## src/rtl/mt19937_64_generator_core_assert.svh

```systemverilog
// Assertion macros shared by the generator core files.
// Each macro samples on the rising edge of clk and is disabled while arst_n is low.
`ifndef MT19937_64_GENERATOR_CORE_ASSERT_SVH
`define MT19937_64_GENERATOR_CORE_ASSERT_SVH

// Check that a condition holds at every edge.
`define MT64_ASSERT(lbl, prop, msg) \
	lbl: assert property (@(posedge clk) disable iff (!arst_n) (prop)) else $error(msg);

// Check that a condition implies another in the same cycle.
`define MT64_ASSERT_IMP(lbl, ante, cons, msg) \
	lbl: assert property (@(posedge clk) disable iff (!arst_n) (ante) |-> (cons)) \
		else $error(msg);

// Check that a condition implies another in the next cycle.
`define MT64_ASSERT_NEXT(lbl, ante, cons, msg) \
	lbl: assert property (@(posedge clk) disable iff (!arst_n) (ante) |=> (cons)) \
		else $error(msg);

`endif

```

## src/rtl/mt64_cell.sv

```systemverilog
// ----------------------------------------------------------------------------
// mt64_cell: one word of the rotating state line
// Holds a state word and takes its neighbor's word on each shift.
// ----------------------------------------------------------------------------
module mt64_cell (
	input  logic        clk,
	input  logic        arst_n,
	input  logic        shift,
	input  logic [63:0] d,
	output logic [63:0] q
);

	logic [63:0] word_q;

	// Clear to zero on reset, take the neighbor on shift
	always_ff @(posedge clk or negedge arst_n) begin
		if (!arst_n) begin
			word_q <= '0;
		end else if (shift) begin
			word_q <= d;
		end
	end

	assign q = word_q;

endmodule

```

## config.mk

```make
export PLATFORM = sky130hd
export DESIGN_NAME = mt64_cell
export DESIGN_NICKNAME = d
export VERILOG_FILES = /design/src/rtl/mt19937_64_generator_core_assert.svh /design/src/rtl/mt64_cell.sv
export SDC_FILE = /design/constraint.sdc
export NUM_CORES = 1
export LEC_CHECK = 0
export ABC_AREA = 1
export BUFFER_PORTS_ARGS = -buffer_cell sky130_fd_sc_hd__clkbuf_2
export CAP_MARGIN = 20
export CORE_MARGIN = 2
export CORE_UTILIZATION = 44
export CTS_CLUSTER_SIZE = 20
export DETAILED_ROUTE_END_ITERATION = 8
export HOLD_SLACK_MARGIN = 0.1
export MAX_ROUTING_LAYER = met4
export PLACE_DENSITY = 0.87
export SETUP_SLACK_MARGIN = 0.3
export SLEW_MARGIN = 20
export SYNTH_ARGS = -nofsm -noshare
export SYNTH_HDL_FRONTEND = slang
export SYNTH_SLANG_ARGS = --single-unit
```

## constraint.sdc

```tcl
create_clock -name clk -period 0.8 [get_ports clk]
set_clock_uncertainty 0.15 [all_clocks]
set_input_delay 0.2 -clock clk [delete_from_list [all_inputs] [get_ports clk]]
set_output_delay 0.2 -clock clk [all_outputs]
set_load 0.005 [all_outputs]
```

==> flow_summary.json, run 1 <==
{
  "worstPathArrival_ps": 850,
  "first_pass_iters": 4,
  "synth-seq-cells": 64,
  "viasPerCell": 4.47,
  "synth_most_common_cell": "nand2_1",
  "grt_pass1_wl_um": 9720,
  "nets": 503,
  "required_ps": 450,
  "n_fill_cell": 443,
  "timing.critical_path.buf_inv": 1,
  "routed_wl_um": 6420,
  "track_usage_pct": 21.0,
  "post-route-period-util_pct": 151,
  "timing.setup.tns_ps": -25930,
  "drcViolationCount": 0,
  "stdcell_area_mm2": 0.00378,
  "num_antenna_cells": 0,
  "clk_latency_ps": 320,
  "r2r-start": "q[33]",
  "p_leak_nw": 2.24,
  "vias": 2291,
  "avgRoutedWirePerCell_um": 12.5,
  "path_cells": "clkbuf_2",
  "synth_top_area_cell": "dfrtp_1",
  "hold_slack_ps": -418,
  "placed_area_mm2": 0.00321,
  "syn_inst": 270,
  "violations": "hold timing, setup timing",
  "synth_edf_count": 0,
  "rows": 27,
  "syn_nets": 337,
  "cts_buffers": 9,
  "drive_gt1_share_pct": 47.8,
  "synth.area.top_cells": "dfrtp_1, nand2_1, clkbuf_8",
  "die_h_um": 78.6,
  "setup_ws_ps": -405,
  "status": "complete, but fails checks",
  "power_density_mw_per_mm2": 2000,
  "antenna_found_initial": 0,
  "area_delta_synth_final_pct": 54.4,
  "yosysUniqueCellTypes": 6,
  "max_freq_mhz": 830,
  "initial_core_util_pct": 45.0,
  "cts.path.max_buffers": 2,
  "worst_path_largest_cell_delay_ps": 410,
  "dp_hpwl_um": 4170,
  "cts_tree": "done",
  "irDropWorstVdd_v": 0.00126,
  "numPortBuffers": 130,
  "cp-end-kind": "output port",
  "ant_nets": 0,
  "critPathTopFamily": "flip-flops",
  "cap_viol_max_count": 0,
  "root_buffer": "clkbuf_8",
  "finalMaxSlewViolations": 0,
  "drtIter0Drc": 118,
  "avgSynthCellArea_um2": 9.06,
  "fp.dieArea_mm2": 0.00617,
  "worst-path-stages": 1,
  "place.gp.congestion": 0.769,
  "setup_viol": 86,
  "largest_reg_flops": 64,
  "rsz0062_at_grt": "yes",
  "grt_max_degree": 27,
  "startpoint": "q[33]",
  "grt_pass1_vias": 2204,
  "clk_pin_slew_ps": 70,
  "gr-total-overflow": 0,
  "startpoint_type": "flip-flop",
  "final_core_util_pct": 69.5,
  "relSlewSlack_pct": 83.9,
  "period_minus_slack_ps": 1200,
  "hold_path_class": "in2async",
  "ios": 131,
  "cts_htree_levels": 3,
  "fp.coreArea_mm2": 0.00544,
  "worstMarginPinSlew_ps": 242,
  "hold_viol_final": 128,
  "ys.flop_type": "dfrtp_1",
  "chipWidth_um": 78.6,
  "r2r_cells": 4,
  "netlist_area_mm2": 0.00245,
  "worstSetupPathType": "reg2out",
  "synthArstFlopShare_pct": 100,
  "cts_sinks": 64,
  "post-place-ws_ps": -242,
  "yosysWarnings": 0,
  "synth_common_cells": "nand2_1, dfrtp_1, buf_2, clkbuf_8",
  "ys_seq_area_share_pct": 65.5,
  "slowest_stage": "dfrtp_1",
  "cp_max_fo": 2,
  "post-synth-top-area-fraction_pct": 65.5
}
==> through the flow <==
stage          cells  total power, mW
3_3_place_gp     468             4.72
4_1_cts          499             7.40
3_5_place_dp     468             4.76
2_1_floorplan    270             4.13
5_1_grt          513             7.97
6_report         513             7.55
==> final timing paths <==
check / slack, ps / end
worst max-delay path: -400 / q[33]
worst min-delay path: -420 / q[32]
worst max register to register: -210 / q[33]
max in group asynchronous: 510 / q[44]
worst min register to register: 320 / q[60]
min in group clk: -80 / q[3]
==> power breakdown <==
group	switching (mW)	total, mW	leakage [nW]	internal, mW
Combinational	0.613	1.34	1.37	0.725
Sequential	0.180	3.70	0.779	3.52
Clock	1.14	2.51	0.0992	1.36
==> final cells by class <==
cell class              count  area (um^2)  area share (%)
clock inverters             3         15.0           0.397
clock buffers              13          169            4.47
inverters                   1         6.26           0.166
multi-input cells         192          798            21.1
well taps                  72         90.1            2.38
repair buffers            168         1100            29.0
flip-flops and latches     64         1600            42.4
==> cell usage in the layout, fill, tap and decap left out, drive strengths merged <==
master    n
nand2   192
clkbuf  142
inv       1
buf      39
dfrtp    64
clkinv    3
==> per-layer routing <==
layer	wire (um)	vias to the layer above	part of all wire, %	GRT usage (%)
li1	-	1133	-	-
met1	2680	1048	42	25.3
met2	3260	97	51	34.5
met3	354	13	5.5	4.02
met4	114	0	1.8	8.95
met5	0	-	0	-
==> cell families (layout without fill, tap and decap cells) <==
group,after synthesis,in the layout,share of synthesized area [%]
simple gates,192,192,29.5
flops,64,64,65.5
buf+inv,14,185,5.06
==> repair_timing <==
item	4_1_cts	5_1_grt
endpoints found under the hold margin	128	128
cloned	0	0
setup buffers	15	14
gates resized for setup	12	40
pin swaps	56	21
endpoints found under the setup margin	128	128
Power figures use the tool's default switching activity.
==> inputs of run 2 (changes only) <==
Settings changed: CORE_ASPECT_RATIO from default to 1.75.
==> flow_summary.json, run 2 (synthesis gave the netlist of run 1 again) <==
{
  "initial_core_util_pct": 46.2,
  "first_pass_iters": 5,
  "avgRoutedWirePerCell_um": 13.3,
  "worstMarginPinSlew_ps": 185,
  "largest_reg_flops": 64,
  "track_usage_pct": 22.5,
  "max_freq_mhz": 829,
  "antenna_found_initial": 0,
  "drcViolationCount": 0,
  "cap_viol_max_count": 0,
  "sw_frac_of_total_pct": 25.9,
  "chipWidth_um": 60.4,
  "clock_power_share_pct": 30.3,
  "hold_slack_ps": -450,
  "numPortBuffers": 130,
  "p_seq_share_pct": 50.9,
  "root_buffer": "clkbuf_8",
  "internal_power_mw": 5.40,
  "setup_viol": 87,
  "period_minus_slack_ps": 1210,
  "drtIter0Drc": 50,
  "finalMaxSlewViolations": 0,
  "grt_pass1_vias": 2249,
  "rsz0062_at_grt": "yes",
  "hold_path_class": "in2async",
  "area_delta_synth_final_pct": 53.8,
  "fp.dieArea_mm2": 0.00620,
  "critPathTopFamily": "flip-flops",
  "irDropWorstVdd_v": 0.00137,
  "num_antenna_cells": 0,
  "routed_wl_um": 6840,
  "hold_viol_final": 128,
  "layout_commonest_cell": "nand2_1",
  "drive_gt1_share_pct": 47.4,
  "timing.critical_path.buf_inv": 1,
  "cp-endpoint": "q[46]",
  "vias": 2387,
  "relSlewSlack_pct": 87.7,
  "r2r_end": "q[46]",
  "worst_path_largest_cell_delay_ps": 410,
  "cts_tree": "done",
  "cp-end-kind": "output port",
  "ios": 131,
  "cts_buffers": 9,
  "r2r-start": "q[46]",
  "rows": 35,
  "status": "complete, but fails checks",
  "startpoint": "q[46]",
  "p_leak_nw": 2.23,
  "viasPerCell": 4.65,
  "seqCellArea_mm2": 0.00160,
  "multi_input_area_um2": 788,
  "dp_hpwl_um": 4620,
  "timing.setup.tns_ps": -26150,
  "final_cell_mix": "nand2_1, clkbuf_2, dfrtp_1",
  "post-route-period-util_pct": 151,
  "worst-path-stages": 1,
  "worstSetupPathType": "reg2out",
  "cp_max_fo": 2,
  "nets": 505,
  "startpoint_type": "flip-flop",
  "rrSetupSlack_ps": -200,
  "path_cells": "clkbuf_2",
  "fp.coreArea_mm2": 0.00530,
  "clk_pin_slew_ps": 70,
  "required_ps": 450,
  "grt_max_degree": 34,
  "cts_sinks": 64,
  "clk_latency_ps": 310,
  "setup_ws_ps": -407,
  "power_density_mw_per_mm2": 1940,
  "n_fill_cell": 414,
  "ant_nets": 0,
  "gr-total-overflow": 0,
  "cts.path.max_buffers": 2,
  "die_h_um": 103,
  "combPwrFrac_pct": 18.8,
  "post-place-ws_ps": -270,
  "p_total_mw": 7.28,
  "violations": "hold timing, setup timing",
  "slowest_stage": "dfrtp_1",
  "cts_htree_levels": 3,
  "power_switching_mw": 1.89,
  "worstPathArrival_ps": 860,
  "place.gp.congestion": 0.788,
  "r2r_cells": 4,
  "grt_pass1_wl_um": 9980
}
==> run 2: stage by stage <==
stage | utilization (%) | instance area [um^2] | instances | hold WS, ps
final | 71.0 | 3760 | 513 | -450
after global routing | 71.0 | 3760 | 513 | -462
after CTS | 66.4 | 3520 | 499 | -460
after detailed placement | 60.4 | 3200 | 470 | -105
after global placement | 60.4 | 3200 | 470 | -107
after floorplan | - | 2470 | 270 | -246
==> run 2: routing by layer <==
layer / GRT usage [%] / wire length [um] / vias to the layer above
met5: - / 0 / -
met4: 10.9 / 250 / 0
met3: 5.52 / 322 / 21
met2: 36.8 / 3870 / 92
met1: 25.0 / 2400 / 1138
li1: - / - / 1136
==> run 2: worst min path at each step <==
stage	from	end
floorplan	arst_n	q[0]
global placement	arst_n	q[6]
detailed placement	arst_n	q[6]
CTS	arst_n	q[6]
global route	arst_n	q[6]
finish	arst_n	q[6]
==> run 2: cell type report <==
class / instances / share of cell area, %
Clock buffer: 10 / 3.66
Clock inverter: 2 / 0.266
Inverter: 1 / 0.166
Multi-Input combinational cell: 192 / 21.0
Sequential cell: 64 / 42.6
Tap cell: 74 / 2.46
Timing Repair Buffer: 170 / 29.9
==> run 2: power by group through the flow <==
| stage | Clock (mW) | Sequential (mW) | Combinational, mW |
|---|---|---|---|
| final | 2.20 | 3.71 | 1.37 |
| after global routing | 2.41 | 3.73 | 1.52 |
| after CTS | 2.25 | 3.69 | 1.16 |
| after detailed placement | 0 | 3.75 | 1.03 |
| after global placement | 0 | 3.73 | 0.985 |
| after floorplan | 0 | 3.75 | 0.375 |
==> run 2: what timing repair did <==
action / 4_1_cts / 5_1_grt
endpoints found under the setup margin: 128 / 128
setup buffers: 17 / 14
endpoints found under the hold margin: 128 / 128
pin swaps: 57 / 14
gates resized for setup: 13 / 44
gates cloned: 0 / 0
