[config.mk]
export PLATFORM = sky130hd
export DESIGN_NAME = mt64_mul
export DESIGN_NICKNAME = d
export VERILOG_FILES = /design/src/rtl/mt64_pkg.sv /design/src/rtl/mt64_mul.sv
export VERILOG_INCLUDE_DIRS = /design/src /design/src/rtl
export SDC_FILE = /design/constraint.sdc
export NUM_CORES = 2
export LEC_CHECK = 0
export ABC_AREA = 0
export ABC_CLOCK_PERIOD_IN_PS = 12300
export BUFFER_PORTS_ARGS = -buffer_cell sky130_fd_sc_hd__buf_4
export CAP_MARGIN = 20
export CORE_ASPECT_RATIO = 1.2
export CORE_MARGIN = 2
export CORE_UTILIZATION = 40
export CTS_CLUSTER_DIAMETER = 120
export DETAILED_ROUTE_END_ITERATION = 10
export PLACE_DENSITY = 0.55
export SLEW_MARGIN = 20
export SYNTH_ARGS = -nofsm -noshare
export SYNTH_HDL_FRONTEND = slang
export SYNTH_SLANG_ARGS = --single-unit
[constraint.sdc]
create_clock -name clk -period 12.3 [get_ports clk]
set_clock_uncertainty 0.15 [all_clocks]
set_input_delay 1.23 -clock clk [delete_from_list [all_inputs] [get_ports clk]]
set_output_delay 1.23 -clock clk [all_outputs]
set_load 0.1 [all_outputs]
[src/rtl/mt19937_64_generator_core_assert.svh]
// Assertion macros shared by the generator core files.
// Each macro samples on the rising edge of clk and is disabled while arst_n is low.
`ifndef MT19937_64_GENERATOR_CORE_ASSERT_SVH
`define MT19937_64_GENERATOR_CORE_ASSERT_SVH

// Check that a condition holds at every edge.
`define MT64_ASSERT(lbl, prop, msg) \
	lbl: assert property (@(posedge clk) disable iff (!arst_n) (prop)) else $error(msg);

// Check that a condition implies another in the same cycle.
`define MT64_ASSERT_IMP(lbl, ante, cons, msg) \
	lbl: assert property (@(posedge clk) disable iff (!arst_n) (ante) |-> (cons)) \
		else $error(msg);

// Check that a condition implies another in the next cycle.
`define MT64_ASSERT_NEXT(lbl, ante, cons, msg) \
	lbl: assert property (@(posedge clk) disable iff (!arst_n) (ante) |=> (cons)) \
		else $error(msg);

`endif

[src/rtl/mt64_pkg.sv]
// ----------------------------------------------------------------------------
// mt64_pkg: shared definitions for the 64-bit Mersenne Twister core
// Sizes, twist and tempering constants, codes, and the bus structs that
// run between the sequencer and the iterative multiplier.
// ----------------------------------------------------------------------------
package mt64_pkg;

	// Store geometry
	localparam int STATE_WORDS  = 312;
	localparam int TWIST_OFFSET = 156;
	localparam int TWIST_TAP    = TWIST_OFFSET % STATE_WORDS;
	localparam int IDX_W        = $clog2(STATE_WORDS);

	// Seeding multiplier and twist matrix
	localparam logic [63:0] SEED_MULT = 64'd6364136223846793005;
	localparam logic [63:0] TWIST_A   = 64'hB5026F5AA96619E9;

	// Tempering
	localparam int          TEMPER_U = 29;
	localparam logic [63:0] TEMPER_D = 64'h5555555555555555;
	localparam int          TEMPER_S = 17;
	localparam logic [63:0] TEMPER_B = 64'h71D67FFFEDA60000;
	localparam int          TEMPER_T = 37;
	localparam logic [63:0] TEMPER_C = 64'hFFF7EEE000000000;
	localparam int          TEMPER_L = 43;

	// Item kinds; the fourth code is accepted and ignored
	typedef enum logic [1:0] {
		KIND_RESEED  = 2'd0,
		KIND_RAW     = 2'd1,
		KIND_BOUNDED = 2'd2
	} kind_t;

	// Sequencer states
	typedef enum logic [1:0] {
		ST_IDLE,
		ST_SEED_PUSH,
		ST_SEED_MUL,
		ST_DRAW_MUL
	} state_t;

	// Multiplier request and response
	typedef struct packed {
		logic        start;
		logic [63:0] a;
		logic [63:0] b;
	} mul_req_t;

	typedef struct packed {
		logic         busy;
		logic         done;
		logic [127:0] prod;
	} mul_rsp_t;

	// Twist one word from the head, its neighbor and the far tap
	function automatic logic [63:0] twist_word(input logic [63:0] head,
			input logic [63:0] next, input logic [63:0] tap);
		logic [63:0] x;
		x = {head[63:31], next[30:0]};
		return tap ^ (x >> 1) ^ (x[0] ? TWIST_A : 64'd0);
	endfunction

	// Temper a twisted word into the output value
	function automatic logic [63:0] temper(input logic [63:0] w);
		logic [63:0] y;
		y = w;
		y = y ^ ((y >> TEMPER_U) & TEMPER_D);
		y = y ^ ((y << TEMPER_S) & TEMPER_B);
		y = y ^ ((y << TEMPER_T) & TEMPER_C);
		y = y ^ (y >> TEMPER_L);
		return y;
	endfunction

	// Fold the top bits of the previous word before the seeding multiply
	function automatic logic [63:0] seed_mix(input logic [63:0] p);
		return p ^ (p >> 62);
	endfunction

endpackage

[src/rtl/mt64_mul.sv]
// ----------------------------------------------------------------------------
// mt64_mul: iterative 64 x 64 multiplier
// Forms the 128-bit product from four 32 x 32 partial products, one per
// cycle, each registered before it is added into the accumulator.
// ----------------------------------------------------------------------------
`include "mt19937_64_generator_core_assert.svh"

module mt64_mul (
	input  logic              clk,
	input  logic              arst_n,
	input  mt64_pkg::mul_req_t req,
	output mt64_pkg::mul_rsp_t rsp
);

	localparam logic [2:0] STEP_END  = 3'd4;
	localparam logic [2:0] STEP_LAST = 3'd3;

	logic         busy_q;
	logic [2:0]   step_q;
	logic         pp_vld_q;
	logic         pp_last_q;
	logic         done_q;
	logic [63:0]  a_q;
	logic [63:0]  b_q;
	logic [63:0]  pp_q;
	logic [1:0]   sh_q;
	logic [127:0] acc_q;
	logic [31:0]  mul_a;
	logic [31:0]  mul_b;
	logic [63:0]  pp_d;
	logic         pp_go;

	// Pick operand halves: step bit 0 selects the high half of a, bit 1 of b
	assign mul_a = step_q[0] ? a_q[63:32] : a_q[31:0];
	assign mul_b = step_q[1] ? b_q[63:32] : b_q[31:0];
	assign pp_d  = mul_a * mul_b;
	assign pp_go = busy_q && !req.start && (step_q != STEP_END);

	// Step control
	always_ff @(posedge clk or negedge arst_n) begin
		if (!arst_n) begin
			busy_q    <= 1'b0;
			step_q    <= '0;
			pp_vld_q  <= 1'b0;
			pp_last_q <= 1'b0;
			done_q    <= 1'b0;
		end else begin
			done_q <= pp_vld_q && pp_last_q;
			if (req.start) begin
				busy_q   <= 1'b1;
				step_q   <= '0;
				pp_vld_q <= 1'b0;
			end else if (busy_q) begin
				pp_vld_q <= pp_go;
				if (pp_go) begin
					step_q    <= step_q + 3'd1;
					pp_last_q <= (step_q == STEP_LAST);
				end
				if (pp_vld_q && pp_last_q) begin
					busy_q <= 1'b0;
				end
			end
		end
	end

	// Operands, partial product and accumulator
	always_ff @(posedge clk) begin
		if (req.start) begin
			a_q   <= req.a;
			b_q   <= req.b;
			acc_q <= '0;
		end else if (pp_vld_q) begin
			acc_q <= acc_q + ({64'd0, pp_q} << {sh_q, 5'd0});
		end
		if (pp_go) begin
			pp_q <= pp_d;
			sh_q <= {1'b0, step_q[0]} + {1'b0, step_q[1]};
		end
	end

	assign rsp.busy = busy_q;
	assign rsp.done = done_q;
	assign rsp.prod = acc_q;

	`MT64_ASSERT_IMP(a_mul_no_restart, req.start, !busy_q, "multiplier restarted while busy")
	`MT64_ASSERT_IMP(a_mul_pp_in_op, pp_vld_q, busy_q, "partial product outside an operation")
	`MT64_ASSERT_IMP(a_mul_done_idle, done_q, !busy_q && !pp_vld_q, "done while still working")

endmodule

==> impl_metrics.toml <==
[run_status]
status = "completed"

[clocking]
cts_buffers = 42
cts.clk_slew.worst_paths_ps = 60
cts-resized-gates = 0
cts_tree = "done"
root_buffer = "clkbuf_16"
clock-sinks = 329
postCtsHoldBufs = 0
htree_levels = 2
postCtsSetupBuffers = 0
clockBufferDepth = 3
worst_skew_pair.late_latency_ps = 660

[synth]
yosysTopAreaCell = "fa_1"
syn_area_um2 = 53200
synth.top_cell.area_share = 0.338
yosysSeqAreaShare = 0.161
synth-seq-cells = 329
async_reset_ff_frac = 0.0213
ys_warn_count = 0
synth_fp_nets = 7360
synth-edff-count = 194
synth_cell_types = 80
synth_cells = 5939
synth_flop_cell = "edfxtp_1"
synth.avg_cell_area_um2 = 8.95
yosys-top-cells-area = "fa_1 34%, edfxtp_1 11%, ha_1 9.3%"

[routing]
vias = 43508
initialDrtViolationCount = 3613
ant_nets = 0
wl_per_cell_um = 26.1
drcViolationCount = 0
finalWirelength_um = 204000
via_per_inst = 5.56
dr.pass1.iters = 8

[die]
placementRows = 146
start_util = 0.403
die_h_um = 403
core-area_um2 = 132000
boundaryPins = 261
die_width_um = 337
dieArea_um2 = 136000

[sta]
slew_viol_final = 0
maxSlewHeadroom = 0.196
setup_tns_ps = 0
setup_viol = 0
fmax_ghz = 0.0981
fin_crit_ps = 10190
hold_violations = 0
rsz0062_at_grt = "false"
tightest_slew_ps = 1180
fin_crit_sh = 0.828

[setup_path]
arrival_ps = 10370
crit_path_end_kind = "register"
crit_start = "step_q[1]"
worst_ep_required_time_ps = 12480
cp_max_fo = 34
cp-start-kind = "register"
reg2reg_from = "step_q[1]"
crit_type = "register to register"

[worst_hold_path]
hp-class = "primary input to asynchronous set/reset pin"

[global_routing]
antenna_found_initial = 1
grt_max_degree = 149
grt_use_total = 0.302
grt_pass1_vias = 45210
grt-ovfl-total = 0
grt_pass1_wl_um = 298000

[placed_design]
dp_hpwl_um = 163000
gp_congestion = 1.06
io_buffers = 260

[cells_and_area]
synthToLayoutAreaGrowth_pct = 10.1
fin_nets = 7443
layout-drive-gt1-share = 0.0920

[flow_run]
maxCapViolCount = 0
final timing paths:
kind	cells past startpoint	to	slack, ps
max in group asynchronous	1	step_q[0]	11510
min in group clk	2	acc_q[105]	310
max	26	pp_q[63]	2110
max reg2reg	26	pp_q[63]	2110
min reg2reg	2	acc_q[105]	310
min	1	done_q	290
metrics by stage:
step	cell area, µm²	hold slack, ps	worst slack [ps]	utilization	instances
2_1_floorplan	53200	323	3310	-	5939
3_3_place_gp	57100	314	2270	0.433	7754
3_5_place_dp	57100	312	2120	0.433	7754
4_1_cts	58500	251	2110	0.444	7830
5_1_grt	58500	266	1740	0.444	7830
6_report	58500	290	2110	0.444	7832
sequential cells by signal, summed over array words and instances (netlist names):
| register | cells |
|---|---|
| acc_q | 128 |
| a_q | 64 |
| b_q | 64 |
| pp_q | 64 |
| step_q | 3 |
| sh_q | 2 |
| busy_q | 1 |
| done_q | 1 |
| pp_last_q | 1 |
| pp_vld_q | 1 |
per-layer routing:
metal  vias up  GRT usage  routed length, µm
li1      19112          -                  -
met1     21840      0.364              77500
met2      2014      0.502              95600
met3       540     0.0525              15300
met4         2      0.184              15600
met5         -          0                 13
kinds of logic (layout without fill, tap and decap cells):
kind of cell / Yosys count / count (layout) / share of synthesized area
compound gates: 823 / 823 / 0.0992
xor+xnor: 179 / 179 / 0.0295
fa+ha+maj: 1290 / 1290 / 0.430
buf+inv: 1261 / 1376 / 0.0900
flops: 329 / 329 / 0.161
mux: 223 / 223 / 0.0435
other cells: 0 / 2 / 0
simple gates: 1834 / 1834 / 0.146
critical path: stages (launching register included):
cell and delay, ps:
dfrtp_4 830, buf_4 610, mux2_1 960, nand2_1 170, fa_1 520, inv_1 50
fa_1 510, fa_1 560, fa_1 460, fa_1 520, fa_1 430, fa_1 490
inv_1 50, fa_1 510, inv_1 50, ha_1 360, a21o_1 210, a21o_1 170
a221oi_1 340, o21ai_0 140, a21o_1 160, a31oi_1 460, o22ai_1 160, o221ai_1 420
nor3_1 120, o311ai_0 300, nand3_1 130
cells in the final DEF (no fill, tap or decap), types with 14 or more instances in the layout:
cell | Yosys | routed
a21o_1 | 126 | 126
a21oi_1 | 261 | 261
a22o_1 | 35 | 35
a31oi_1 | 26 | 26
and2_1 | 43 | 43
and3_1 | 14 | 14
and4_1 | 14 | 14
buf_4 | 7 | 350
clkbuf_16 | 0 | 42
dfxtp_1 | 128 | 128
edfxtp_1 | 194 | 194
fa_1 | 897 | 897
ha_1 | 393 | 393
inv_1 | 947 | 947
mux2_2 | 55 | 55
mux2i_1 | 159 | 108
mux2i_2 | 0 | 45
nand2_1 | 635 | 635
nand2b_1 | 32 | 31
nand3_1 | 38 | 38
nand4_1 | 86 | 86
nor2_1 | 847 | 846
nor2b_1 | 56 | 52
nor3_1 | 20 | 20
o211ai_1 | 16 | 16
o21a_1 | 22 | 22
o21ai_0 | 162 | 162
o21bai_1 | 49 | 49
o31ai_1 | 15 | 15
or3_1 | 15 | 15
xnor2_1 | 115 | 115
xor2_1 | 64 | 64
Yosys cell counts (32+ instances only):
cell type,instances
a21o_1,126
a21oi_1,261
a22o_1,35
and2_1,43
clkbuf_1,271
dfxtp_1,128
edfxtp_1,194
fa_1,897
ha_1,393
inv_1,947
mux2_2,55
mux2i_1,159
nand2_1,635
nand2b_1,32
nand3_1,38
nand4_1,86
nor2_1,847
nor2b_1,56
o21ai_0,162
o21bai_1,49
xnor2_1,115
xor2_1,64
final cells by class:
| class | instances | area, µm² |
|---|---|---|
| diodes | 2 | 5.00 |
| flip-flops and latches | 329 | 8570 |
| repair buffers | 353 | 2680 |
| inverters | 947 | 3550 |
| clock inverters | 29 | 349 |
| multi-input cells | 4349 | 40100 |
| clock buffers | 47 | 1070 |
| fillers | 13080 | 73400 |
| well taps | 1776 | 2220 |
Power is left out: the tool's default activity adds up to more than one toggle a clock period on the data nets, which glitch-free logic cannot reach.
